## src/cdrp_pkg.sv

```systemverilog
// Shared types, result and status codes, and encoding name tables for the
// image message parser. No dependencies.
package cdrp_pkg;

  localparam int POS_BITS_DFLT = 32;

  localparam logic [1:0] KIND_PIXEL  = 2'd0;
  localparam logic [1:0] KIND_HEADER = 2'd1;
  localparam logic [1:0] KIND_STATUS = 2'd2;

  localparam logic [2:0] ST_OK         = 3'd0;
  localparam logic [2:0] ST_TOO_SHORT  = 3'd1;
  localparam logic [2:0] ST_TRUNCATED  = 3'd2;
  localparam logic [2:0] ST_BAD_ENC    = 3'd3;
  localparam logic [2:0] ST_EMPTY      = 3'd4;
  localparam logic [2:0] ST_SHORT_DATA = 3'd5;

  typedef struct packed {
    logic [7:0] data_byte;
    logic       last_byte;
  } in_item_t;

  typedef struct packed {
    logic [1:0]         kind;
    logic [7:0]         pixel;
    logic signed [31:0] stamp_sec;
    logic [31:0]        stamp_nanosec;
    logic [31:0]        rows;
    logic [31:0]        cols;
    logic [31:0]        row_bytes;
    logic               pixel_format;
    logic               msb_first_flag;
    logic [2:0]         status;
    logic               final_result;
  } out_item_t;

  typedef struct packed {
    logic push_a;
    logic push_b;
  } push_t;

  // "bgr8"
  function automatic logic [7:0] enc3_char(input logic [1:0] idx);
    logic [7:0] c;
    unique case (idx)
      2'd0: c = 8'h62;
      2'd1: c = 8'h67;
      2'd2: c = 8'h72;
      2'd3: c = 8'h38;
    endcase
    return c;
  endfunction

  // "bgra8"
  function automatic logic [7:0] enc4_char(input logic [2:0] idx);
    logic [7:0] c;
    unique case (idx)
      3'd0:    c = 8'h62;
      3'd1:    c = 8'h67;
      3'd2:    c = 8'h72;
      3'd3:    c = 8'h61;
      3'd4:    c = 8'h38;
      default: c = 8'h00;
    endcase
    return c;
  endfunction

endpackage

```

## src/cdrp_parser.sv

```systemverilog
// Parse state machine: consumes one registered message byte per advance and
// produces up to two results. Depends on cdrp_pkg.
module cdrp_parser #(
  parameter int POSITION_BITS = cdrp_pkg::POS_BITS_DFLT
) (
  input  logic                clk,
  input  logic                rst_n,
  input  logic                adv,
  input  cdrp_pkg::in_item_t  item,
  output cdrp_pkg::push_t     push,
  output cdrp_pkg::out_item_t res_a,
  output cdrp_pkg::out_item_t res_b
);
  import cdrp_pkg::*;

  localparam logic [3:0] PH_HDR   = 4'd0;
  localparam logic [3:0] PH_SEC   = 4'd1;
  localparam logic [3:0] PH_NSEC  = 4'd2;
  localparam logic [3:0] PH_FLEN  = 4'd3;
  localparam logic [3:0] PH_FBODY = 4'd4;
  localparam logic [3:0] PH_ROWS  = 4'd5;
  localparam logic [3:0] PH_COLS  = 4'd6;
  localparam logic [3:0] PH_ELEN  = 4'd7;
  localparam logic [3:0] PH_EBODY = 4'd8;
  localparam logic [3:0] PH_BIGE  = 4'd9;
  localparam logic [3:0] PH_STEP  = 4'd10;
  localparam logic [3:0] PH_DLEN  = 4'd11;
  localparam logic [3:0] PH_DATA  = 4'd12;
  localparam logic [3:0] PH_DONE  = 4'd13;

  logic [3:0]               phase_r, phase_nxt;
  logic [POSITION_BITS-1:0] pos_r, pos_nxt;
  logic [3:0]               wshift_r, wshift_nxt;
  logic [31:0]              left_r, left_nxt;
  logic [31:0]              acc_r, acc_nxt;
  logic [31:0]              sec_r, sec_nxt;
  logic [31:0]              nsec_r, nsec_nxt;
  logic [31:0]              rows_r, rows_nxt;
  logic [31:0]              cols_r, cols_nxt;
  logic [31:0]              step_r, step_nxt;
  logic [1:0]               match_r, match_nxt;
  logic [31:0]              pix_left_r, pix_left_nxt;
  logic [2:0]               perr_r, perr_nxt;
  logic                     bige_r, bige_nxt;
  logic [63:0]              need_r;
  logic [31:0]              word;
  logic [7:0]               b;
  logic [2:0]               st;
  out_item_t                stat;
  logic                     va, vb;

  assign b    = item.data_byte;
  assign word = {b, acc_r[23:0]};

  always_comb begin
    phase_nxt    = phase_r;
    pos_nxt      = pos_r + POSITION_BITS'(1);
    wshift_nxt   = wshift_r;
    left_nxt     = left_r;
    acc_nxt      = acc_r;
    sec_nxt      = sec_r;
    nsec_nxt     = nsec_r;
    rows_nxt     = rows_r;
    cols_nxt     = cols_r;
    step_nxt     = step_r;
    match_nxt    = match_r;
    pix_left_nxt = pix_left_r;
    perr_nxt     = perr_r;
    bige_nxt     = bige_r;
    res_a        = '0;
    res_b        = '0;
    stat         = '0;
    st           = ST_OK;
    va           = 1'b0;
    vb           = 1'b0;

    unique case (phase_r)
      PH_HDR: begin
        if (pos_r >= POSITION_BITS'(3)) begin
          phase_nxt = PH_SEC;
        end
      end
      PH_SEC, PH_NSEC, PH_FLEN, PH_ROWS, PH_COLS, PH_ELEN, PH_STEP, PH_DLEN: begin
        if (!(wshift_r == 4'd0 && pos_r[1:0] != 2'd0)) begin
          if (wshift_r[1:0] == 2'd3) begin
            wshift_nxt = 4'd0;
            acc_nxt    = '0;
            unique case (phase_r)
              PH_SEC: begin
                sec_nxt   = word;
                phase_nxt = PH_NSEC;
              end
              PH_NSEC: begin
                nsec_nxt  = word;
                phase_nxt = PH_FLEN;
              end
              PH_FLEN: begin
                left_nxt  = word;
                phase_nxt = (word != '0) ? PH_FBODY : PH_ROWS;
              end
              PH_ROWS: begin
                rows_nxt  = word;
                phase_nxt = PH_COLS;
              end
              PH_COLS: begin
                cols_nxt  = word;
                phase_nxt = PH_ELEN;
              end
              PH_ELEN: begin
                left_nxt  = word;
                match_nxt = {word == 32'd6, word == 32'd5};
                phase_nxt = (word != '0) ? PH_EBODY : PH_BIGE;
              end
              PH_STEP: begin
                step_nxt  = word;
                phase_nxt = PH_DLEN;
              end
              default: begin
                left_nxt = word;
                priority if (match_r == 2'b00) begin
                  perr_nxt = ST_BAD_ENC;
                end else if (word == '0) begin
                  perr_nxt = ST_EMPTY;
                end else if ({32'd0, word} < need_r) begin
                  perr_nxt = ST_SHORT_DATA;
                end else begin
                  perr_nxt = ST_OK;
                end
                pix_left_nxt         = (perr_nxt != ST_OK) ? 32'd0 : need_r[31:0];
                va                   = 1'b1;
                res_a.kind           = KIND_HEADER;
                res_a.stamp_sec      = signed'(sec_r);
                res_a.stamp_nanosec  = nsec_r;
                res_a.rows           = rows_r;
                res_a.cols           = cols_r;
                res_a.row_bytes      = step_r;
                res_a.pixel_format   = match_r[1];
                res_a.msb_first_flag = bige_r;
                phase_nxt            = (word != '0) ? PH_DATA : PH_DONE;
              end
            endcase
          end else begin
            acc_nxt[{wshift_r[1:0], 3'b000} +: 8] = b;
            wshift_nxt                            = wshift_r + 4'd1;
          end
        end
      end
      PH_FBODY: begin
        left_nxt = left_r - 32'd1;
        if (left_r == 32'd1) begin
          phase_nxt = PH_ROWS;
        end
      end
      PH_EBODY: begin
        if (wshift_r < 4'd4 && b != enc3_char(wshift_r[1:0])) begin
          match_nxt[0] = 1'b0;
        end
        if (wshift_r < 4'd5 && b != enc4_char(wshift_r[2:0])) begin
          match_nxt[1] = 1'b0;
        end
        if (wshift_r < 4'd8) begin
          wshift_nxt = wshift_r + 4'd1;
        end
        left_nxt = left_r - 32'd1;
        if (left_r == 32'd1) begin
          wshift_nxt = 4'd0;
          phase_nxt  = PH_BIGE;
        end
      end
      PH_BIGE: begin
        bige_nxt  = |b;
        phase_nxt = PH_STEP;
      end
      PH_DATA: begin
        if (pix_left_r != '0) begin
          va           = 1'b1;
          res_a.kind   = KIND_PIXEL;
          res_a.pixel  = b;
          pix_left_nxt = pix_left_r - 32'd1;
        end
        left_nxt = left_r - 32'd1;
        if (left_r == 32'd1) begin
          phase_nxt = PH_DONE;
        end
      end
      default: begin
      end
    endcase

    if (item.last_byte) begin
      priority if (phase_nxt == PH_HDR) begin
        st = ST_TOO_SHORT;
      end else if (phase_nxt != PH_DONE) begin
        st = ST_TRUNCATED;
      end else begin
        st = perr_nxt;
      end
      stat.kind         = KIND_STATUS;
      stat.status       = st;
      stat.final_result = 1'b1;
      if (va) begin
        res_b = stat;
        vb    = 1'b1;
      end else begin
        res_a = stat;
        va    = 1'b1;
      end
      phase_nxt    = PH_HDR;
      pos_nxt      = '0;
      wshift_nxt   = '0;
      left_nxt     = '0;
      acc_nxt      = '0;
      sec_nxt      = '0;
      nsec_nxt     = '0;
      rows_nxt     = '0;
      cols_nxt     = '0;
      step_nxt     = '0;
      match_nxt    = '0;
      pix_left_nxt = '0;
      perr_nxt     = ST_OK;
      bige_nxt     = 1'b0;
    end else if (va) begin
      res_a.final_result = 1'b1;
    end
  end

  assign push.push_a = adv & va;
  assign push.push_b = adv & vb;

  always_ff @(posedge clk) begin
    if (!rst_n) begin
      phase_r    <= PH_HDR;
      pos_r      <= '0;
      wshift_r   <= '0;
      left_r     <= '0;
      acc_r      <= '0;
      sec_r      <= '0;
      nsec_r     <= '0;
      rows_r     <= '0;
      cols_r     <= '0;
      step_r     <= '0;
      match_r    <= '0;
      pix_left_r <= '0;
      perr_r     <= ST_OK;
      bige_r     <= 1'b0;
    end else if (adv) begin
      phase_r    <= phase_nxt;
      pos_r      <= pos_nxt;
      wshift_r   <= wshift_nxt;
      left_r     <= left_nxt;
      acc_r      <= acc_nxt;
      sec_r      <= sec_nxt;
      nsec_r     <= nsec_nxt;
      rows_r     <= rows_nxt;
      cols_r     <= cols_nxt;
      step_r     <= step_nxt;
      match_r    <= match_nxt;
      pix_left_r <= pix_left_nxt;
      perr_r     <= perr_nxt;
      bige_r     <= bige_nxt;
    end
  end

  // rows and step settle at least four bytes before the data length completes
  always_ff @(posedge clk) begin
    need_r <= 64'(rows_r) * 64'(step_r);
  end

  a_second_is_status: assert property (@(posedge clk) disable iff (!rst_n)
    vb |-> (va && res_b.kind == KIND_STATUS && res_a.kind != KIND_STATUS))
    else $error("second result is not an end status");

  a_restart_after_last: assert property (@(posedge clk) disable iff (!rst_n)
    (adv && item.last_byte) |=> (phase_r == PH_HDR && pos_r == '0 && pix_left_r == '0))
    else $error("parser did not restart after last byte");

  a_pixels_only_in_data: assert property (@(posedge clk) disable iff (!rst_n)
    (pix_left_r != '0) |-> (phase_r == PH_DATA || phase_r == PH_DONE))
    else $error("pixel count live outside data phase");

endmodule

```

## src/cdrp_out_queue.sv

```systemverilog
// Four-entry result queue: takes up to two results per cycle, delivers one.
// Depends on cdrp_pkg.
module cdrp_out_queue (
  input  logic                clk,
  input  logic                rst_n,
  input  cdrp_pkg::push_t     push,
  input  cdrp_pkg::out_item_t res_a,
  input  cdrp_pkg::out_item_t res_b,
  output logic                space_ok,
  output logic                out_valid,
  input  logic                out_ready,
  output cdrp_pkg::out_item_t out_item
);
  import cdrp_pkg::*;

  localparam int DEPTH = 4;
  localparam int AW    = $clog2(DEPTH);

  out_item_t     q_r [DEPTH];
  logic [AW-1:0] wp_r, rp_r;
  logic [AW:0]   count_r;
  logic [1:0]    n_push;
  logic          pop;

  assign n_push    = {1'b0, push.push_a} + {1'b0, push.push_b};
  assign out_valid = (count_r != '0);
  assign pop       = out_valid & out_ready;
  assign out_item  = q_r[rp_r];
  assign space_ok  = (count_r <= (AW+1)'(DEPTH - 2));

  always_ff @(posedge clk) begin
    if (!rst_n) begin
      wp_r    <= '0;
      rp_r    <= '0;
      count_r <= '0;
    end else begin
      wp_r    <= wp_r + AW'(n_push);
      rp_r    <= rp_r + AW'(pop);
      count_r <= count_r + (AW+1)'(n_push) - (AW+1)'(pop);
    end
  end

  always_ff @(posedge clk) begin
    if (push.push_a) begin
      q_r[wp_r] <= res_a;
    end
    if (push.push_b) begin
      q_r[wp_r + AW'(1)] <= res_b;
    end
  end

  a_count_bound: assert property (@(posedge clk) disable iff (!rst_n)
    count_r <= (AW+1)'(DEPTH))
    else $error("result queue overflow");

  a_push_needs_room: assert property (@(posedge clk) disable iff (!rst_n)
    push.push_a |-> space_ok)
    else $error("push into full result queue");

endmodule

```

## src/cdr_image_message_parser_top.sv

```systemverilog
// Top level of the CDR image message parser: input register, parser, result
// queue. Depends on cdrp_pkg, cdrp_parser and cdrp_out_queue.
//
// Accepts one message byte per cycle. Each byte is held in the input register
// and then parsed, and yields zero, one or two results (header or pixel, then
// the end status on the last byte); results pass through the result queue
// and leave it one per cycle. Sustained rate is one byte per cycle while
// each byte yields at most one result and the output is ready; a byte
// yielding two results needs a second output transfer, paced by the
// single-read result queue. No clearing pass after reset.
module cdr_image_message_parser_top #(
  parameter int POSITION_BITS = cdrp_pkg::POS_BITS_DFLT
) (
  input  logic                clk,
  input  logic                rst_n,
  input  logic                in_valid,
  output logic                in_ready,
  input  cdrp_pkg::in_item_t  in_item,
  output logic                out_valid,
  input  logic                out_ready,
  output cdrp_pkg::out_item_t out_item
);
  import cdrp_pkg::*;

  in_item_t  in_item_r;
  logic      in_vld_r;
  logic      space_ok;
  logic      adv;
  push_t     push;
  out_item_t res_a;
  out_item_t res_b;

  assign adv      = in_vld_r & space_ok;
  assign in_ready = ~in_vld_r | space_ok;

  always_ff @(posedge clk) begin
    if (!rst_n) begin
      in_vld_r <= 1'b0;
    end else if (in_valid && in_ready) begin
      in_vld_r <= 1'b1;
    end else if (adv) begin
      in_vld_r <= 1'b0;
    end
  end

  always_ff @(posedge clk) begin
    if (in_valid && in_ready) begin
      in_item_r <= in_item;
    end
  end

  cdrp_parser #(
    .POSITION_BITS(POSITION_BITS)
  ) u_parser (
    .clk   (clk),
    .rst_n (rst_n),
    .adv   (adv),
    .item  (in_item_r),
    .push  (push),
    .res_a (res_a),
    .res_b (res_b)
  );

  cdrp_out_queue u_out_queue (
    .clk       (clk),
    .rst_n     (rst_n),
    .push      (push),
    .res_a     (res_a),
    .res_b     (res_b),
    .space_ok  (space_ok),
    .out_valid (out_valid),
    .out_ready (out_ready),
    .out_item  (out_item)
  );

  a_push_only_on_advance: assert property (@(posedge clk) disable iff (!rst_n)
    (push.push_a || push.push_b) |-> adv)
    else $error("result pushed without a parsed byte");

endmodule

```

## config.mk

```make
export PLATFORM = sky130hd
export DESIGN_NAME = cdr_image_message_parser_top
export DESIGN_NICKNAME = d
export VERILOG_FILES = /design/src/cdrp_pkg.sv /design/src/cdrp_parser.sv /design/src/cdrp_out_queue.sv /design/src/cdr_image_message_parser_top.sv
export SDC_FILE = /design/constraint.sdc
export NUM_CORES = 2
export LEC_CHECK = 0
export ABC_AREA = 1
export BUFFER_PORTS_ARGS = -buffer_cell sky130_fd_sc_hd__buf_2
export CELL_PAD_IN_SITES_DETAIL_PLACEMENT = 2
export CELL_PAD_IN_SITES_GLOBAL_PLACEMENT = 2
export CORE_ASPECT_RATIO = 1.5
export CORE_UTILIZATION = 40
export DETAILED_ROUTE_END_ITERATION = 16
export PLACE_DENSITY_LB_ADDON = 0.1
export SYNTH_ARGS = -nofsm -noshare
export SYNTH_HDL_FRONTEND = slang
export SYNTH_HIERARCHICAL = 1
export SYNTH_SLANG_ARGS = --single-unit
```

## constraint.sdc

```tcl
create_clock -name clk -period 21 [get_ports clk]
set_clock_uncertainty 0.05 [all_clocks]
set_input_delay 3.15 -clock clk [delete_from_list [all_inputs] [get_ports clk]]
set_output_delay 3.15 -clock clk [all_outputs]
set_load 0.01 [all_outputs]
```

Word-level counts from Yosys, hierarchy flattened --
Memory sizes are Yosys's and may differ from the RTL's. A register that Yosys moved wholly into a read port is not among the register bits. Index checks and enable logic that the tools add are counted.
Word-level totals: bits in registers 383, bits of input ports 13, output and inout bits 178, logic and storage cells 247, memory bits (writable) 704, memories 1
Operators by class: shift-type cells 2, add/sub/neg operators 11, bitwise logic cells 6, mux-type cells 118, equal/unequal tests 35, reductions and logical operators 45, $lt $le $gt $ge 6, multiply operators 1
Memories:
- u_out_queue.q_r | depth 4, width 176, read ports 1, clocked after memory_dff 1, write ports 2, RTL line cdrp_out_queue.sv:19 | out_item_t q_r [DEPTH];
Operator list (number):
- $mux 32 | 40
- $mux 162 | 4
- $mux 176 | 3
- $mux 175 | 1
- $pmux 32 s2 | 2
- $eq 32x3->1 const B | 2
- $lt 32x64->1 | 1
- $mul 32x32->64 | 1
- $reduce_bool 32->1 | 2
- $sub 32x1->32 const B | 2
- $mux 4 | 12
- $mux 3 | 14
- $pmux 7 s5 | 1
- $add 32x1->32 const B | 1
- $bwmux 32 | 1
- $eq 32x1->1 const B | 1
- $ge 32x2->1 const B | 1
- $logic_not 32->1 | 1
- $mux 8 | 4
- $pmux 8 s4 | 1
- $shift 8x7->32 const A | 1
- $shiftx 8x7->32 | 1
- $reduce_and 5->1 | 6
- $pmux 4 s7 | 1
- other kinds (49) | 120

Longest topological paths before layout --
depth in word-level cells 16, depth in mapped cells 31, gate-level depth less buffers 29

Modules after synthesis --
Netlist, hierarchy kept.
Modules (own cells, without submodules):
- cdrp_parser | cells an instance 7185, area each 53267.3 µm², sequential area each 7166.9 µm², times used 1
- cdrp_out_queue | cells an instance 3854, area each 36045.8 µm², sequential area each 21280.4 µm², times used 1
- cdr_image_message_parser_top | cells an instance 18, area each 329.1 µm², sequential area each 290.3 µm², times used 1

Worst setup path after synthesis --
Ideal clock, no wire load.
path type register to register, start register u_parser.wshift_r[0], end memory u_out_queue/q_r[3][0] (netlist bit), enable pin, data required time 19.981 ns, setup time 0.969 ns, path buffers 0, data arrival time 14.828 ns, clock period less this slack 15.847 ns, setup slack 5.153 ns, cell stages (with the launch flop) 13, cells stage by stage dfxtp_1 inv_1 ha_1 inv_1 nor2_1 nand2_1 inv_1 nor3_2 nor2_1 ha_1 nor2_1 inv_1 o31ai_1
RTL lines:
- start: declaration | RTL line cdrp_parser.sv:33 | logic [3:0] wshift_r, wshift_nxt;
- start signal: assignment | RTL line cdrp_parser.sv:249 | wshift_r <= wshift_nxt;
- end: declaration | RTL line cdrp_out_queue.sv:19

==> results.md <==
* # hold bufs at CTS at 0
* P&R area growth vs syn at 6.31%
* Setup TNS at 0 ns
* DRC at 0
* Critical path required time at around 18 ns
* CP Capture Point: out_item[20]
* Lkg Pwr at between 40 and 50 nW
* Fin crit share at roughly 45%
* Starting density of the core at between 40% and 50%
* Share of cells above drive strength 1 at under 10%
* Clock root buffer master: clkbuf_16
* Status: finished clean
* Vias/cell at ~5.4
* Async S/R FF share, synth at 0%
* Worst Setup SP: u_out_queue/rp_r[0]
* CP max FO at 118
* # clock sinks at 1079
* Avg WL per Cell at 24.5 um
* Reg2reg end: u_parser/need_r[44]
* Post-synthesis register bit count at about 1.1k
* Post-CTS Setup Repair Bufs at 0
* Global-route wire length before repair at just over 500 mm
* Min-delay worst type: reg2reg
* Main synth FF type: edfxtp_1
* Tot GR Track Use at between 30 and 40%
* Max cap viols at 0
* Max-slew violations at 0
* Die width at 389 um
* Post-synth EDFFs at about 710
* Number of gates resized after CTS at 0
* DR pass1 iterations at 5
* Worst Min Path Start: u_parser/nsec_r[3]
* GRT overflow at 0
* Core Footprint at 223000 um2
* Reg-to-reg slack, setup at roughly 13 ns
* Seq/Total Area, Yosys at 32.1%
* RSZ-0062 raised after global routing: false
* R2R depth at 26
* Final setup vio count at 0
* CP max-delay cell: buf_4
* Clk Latency, worst-skew pair at around 0.78 ns
* Average size of a mapped cell at 8.11 um2
* Final hold violation count at 0
* PD cells at just over 60 nW/um2
* Synth Cell Area at around 90000 um2
* Warnings from Yosys at 6
* Post-route ant nets at 0
* Crit-path cells: buf_4, buf_4, buf_4, buf_4, a21oi_1, o21ai_0, nand2_1, buf_2
* CTS tree: yes
* Synth Instances at between 10k and 15k
* CP Capture Type: primary output
* Reg2reg start: u_parser/rows_r[5]
* Synth unique cells at 58
* Slew headroom at between 10% and 20%
* Initial antenna violation count at 15
* CP startpoint kind: flop
* Final HPWL DP at ~240 mm
* Minimum period implied by the final worst setup slack at between 9 and 10 ns
* Worst-case clock buffer depth at 3
* Die height at between 500 and 600 um
* Crit Path Class: reg2out
* Largest net degree at the start of global routing at 160
* Port Buffers at between 150 and 200
* Layout Nets at between 10k and 15k
* Initial DRC count at 2871
* Ports at ~190
* Die area at approximately 230000 um2
* Vias in the first global route at approximately 86k
* Design Power at about 5.9 mW
* Crit path top cell by count: buf_4
* VDD IR max at approximately 0.07 mV
* Actual slew at the worst max-slew pin at between 1 and 1.5 ns
* CTS Buf Count at 111
* Clk slew on worst S/H paths at 0.07 ns
* Worst EP arrival at a little over 6 ns
* Achievable Freq at 0.107 GHz
* GP Congestion at between 0.8 and 0.9
* CP max stage delay at 1.00 ns
* Num rows at approximately 210
* H-tree depth at 3
* Routed Wire Length at 339 mm
* Vias at about 74k
placed cells by master (no fill, tap or decap), drive strengths merged, types with 191 or more instances in the layout:
cell type,count
nand2,2523
inv,2474
o21ai,1167
fa,897
edfxtp,713
a21oi,615
nor2,525
dfxtp,366
buf,329
ha,315
o211ai,191
metal layers:
metal	wire, um	share of wire [%]	vias to the layer above	global-route usage [%]
met1	125000	37	38850	31.8
met2	184000	54	1375	57.9
met3	9270	2.7	693	2.60
met5	27	0.0080	-	0
li1	-	-	33272	-
met4	20200	5.9	4	16.2
sequential cells by signal, indices dropped and copies added, names as in the netlist, 24 cells and up:
register and cells:
u_parser/step_r 32, u_parser/acc_r 24, u_parser/nsec_r 32, u_parser/rows_r 32, u_parser/cols_r 32, u_parser/sec_r 32, u_parser/left_r 32, u_parser/pix_left_r 32
u_out_queue/q_r 704, u_parser/pos_r 32, u_parser/need_r 64
worst min path at each step:
stage / cells after the start / to / slack, ns
global placement: 2 / u_parser/cols_r[15] / 0.39
detailed placement: 2 / u_parser/cols_r[17] / 0.40
floorplan: 2 / u_parser/cols_r[10] / 0.38
CTS: 2 / u_parser/sec_r[3] / 0.41
finish: 2 / u_parser/nsec_r[3] / 0.41
global route: 2 / u_parser/nsec_r[3] / 0.43
power by group:
| group | internal (mW) | switching (mW) | total [mW] |
|---|---|---|---|
| logic | 0.345 | 1.01 | 1.35 |
| registers | 2.32 | 0.0676 | 2.38 |
| clock network | 1.21 | 0.937 | 2.15 |
kinds of logic (layout without fill, tap and decap cells):
| kind of cell | after synthesis | count (layout) | synth area share, % |
|---|---|---|---|
| buffers and inverters | 3289 | 3012 | 15.6 |
| AND/OR/NAND/NOR | 3261 | 3261 | 14.2 |
| AO/OA/AOI/OAI | 2126 | 2126 | 12.8 |
| adder cells (fa/ha/maj) | 1212 | 1212 | 24.4 |
| flip-flops | 1079 | 1079 | 32.1 |
| XOR/XNOR | 89 | 89 | 0.870 |
| other | 1 | 176 | 0.00418 |
worst max-delay path: cells and delay by family (launching register included):
kind                   cells  cell delay [ns]
buffers and inverters      5             3.64
DFF                        1             0.91
AOI/OAI and AO/OA          2             0.31
and+or+nand+nor            1             0.27
synth_stat cells (2+ instances only):
library cell / count / area share, %
nor2_1: 513 / 2.1
clkbuf_1: 394 / 1.6
nand3_2: 3 / 0.033
buf_4: 189 / 1.6
ha_1: 315 / 4.4
o2111ai_1: 4 / 0.039
nand4_1: 38 / 0.27
o221ai_1: 6 / 0.059
buf_2: 129 / 0.72
inv_2: 9 / 0.038
fa_1: 897 / 20
o21bai_1: 40 / 0.33
buf_6: 100 / 1.3
and3_1: 5 / 0.035
buf_1: 4 / 0.017
o31ai_1: 7 / 0.059
a21oi_1: 610 / 3.4
a211oi_1: 34 / 0.28
inv_1: 2462 / 10
o21ai_1: 339 / 1.9
nand3b_1: 4 / 0.033
nor2_4: 5 / 0.063
o21a_1: 10 / 0.084
a22oi_1: 2 / 0.017
nand3_1: 82 / 0.46
xnor2_1: 31 / 0.30
edfxtp_1: 713 / 24
dfxtp_1: 366 / 8.2
nor3_1: 40 / 0.22
or2_2: 4 / 0.028
nor4_1: 29 / 0.20
a21oi_2: 4 / 0.039
a31oi_1: 32 / 0.22
o21ai_0: 828 / 4.6
nand2_2: 8 / 0.056
a21o_1: 6 / 0.050
nand2_1: 2514 / 11
o211ai_1: 191 / 1.6
a21boi_0: 4 / 0.033
nor2_2: 7 / 0.049
xor2_1: 58 / 0.57
nor3b_1: 2 / 0.017
a221oi_1: 3 / 0.029
or2_0: 2 / 0.014
final cells by class:
| class | instances | area, um2 |
|---|---|---|
| clock inverters | 75 | 915 |
| clock buffers | 137 | 2980 |
| diodes | 5 | 12.5 |
| multi-input cells | 6859 | 47700 |
| well taps | 2889 | 3610 |
| fillers | 25256 | 127000 |
| repair buffers | 329 | 2050 |
| flip-flops and latches | 1079 | 28700 |
| inverters | 2471 | 9280 |
through the flow:
step                hold slack (ns)  setup WS [ns]  cell area [um2]  cells  utilization, %
floorplan                     0.380           5.15            90300  11227               -
global placement              0.390          12.80            91400  13627            41.1
detailed placement            0.399          12.53            91400  13627            41.1
CTS                           0.411          11.67            95300  13839            42.8
global route                  0.431          11.30            95300  13840            42.8
finish                        0.407          11.64            95300  13844            42.8
Power figures use the tool's default switching activity.
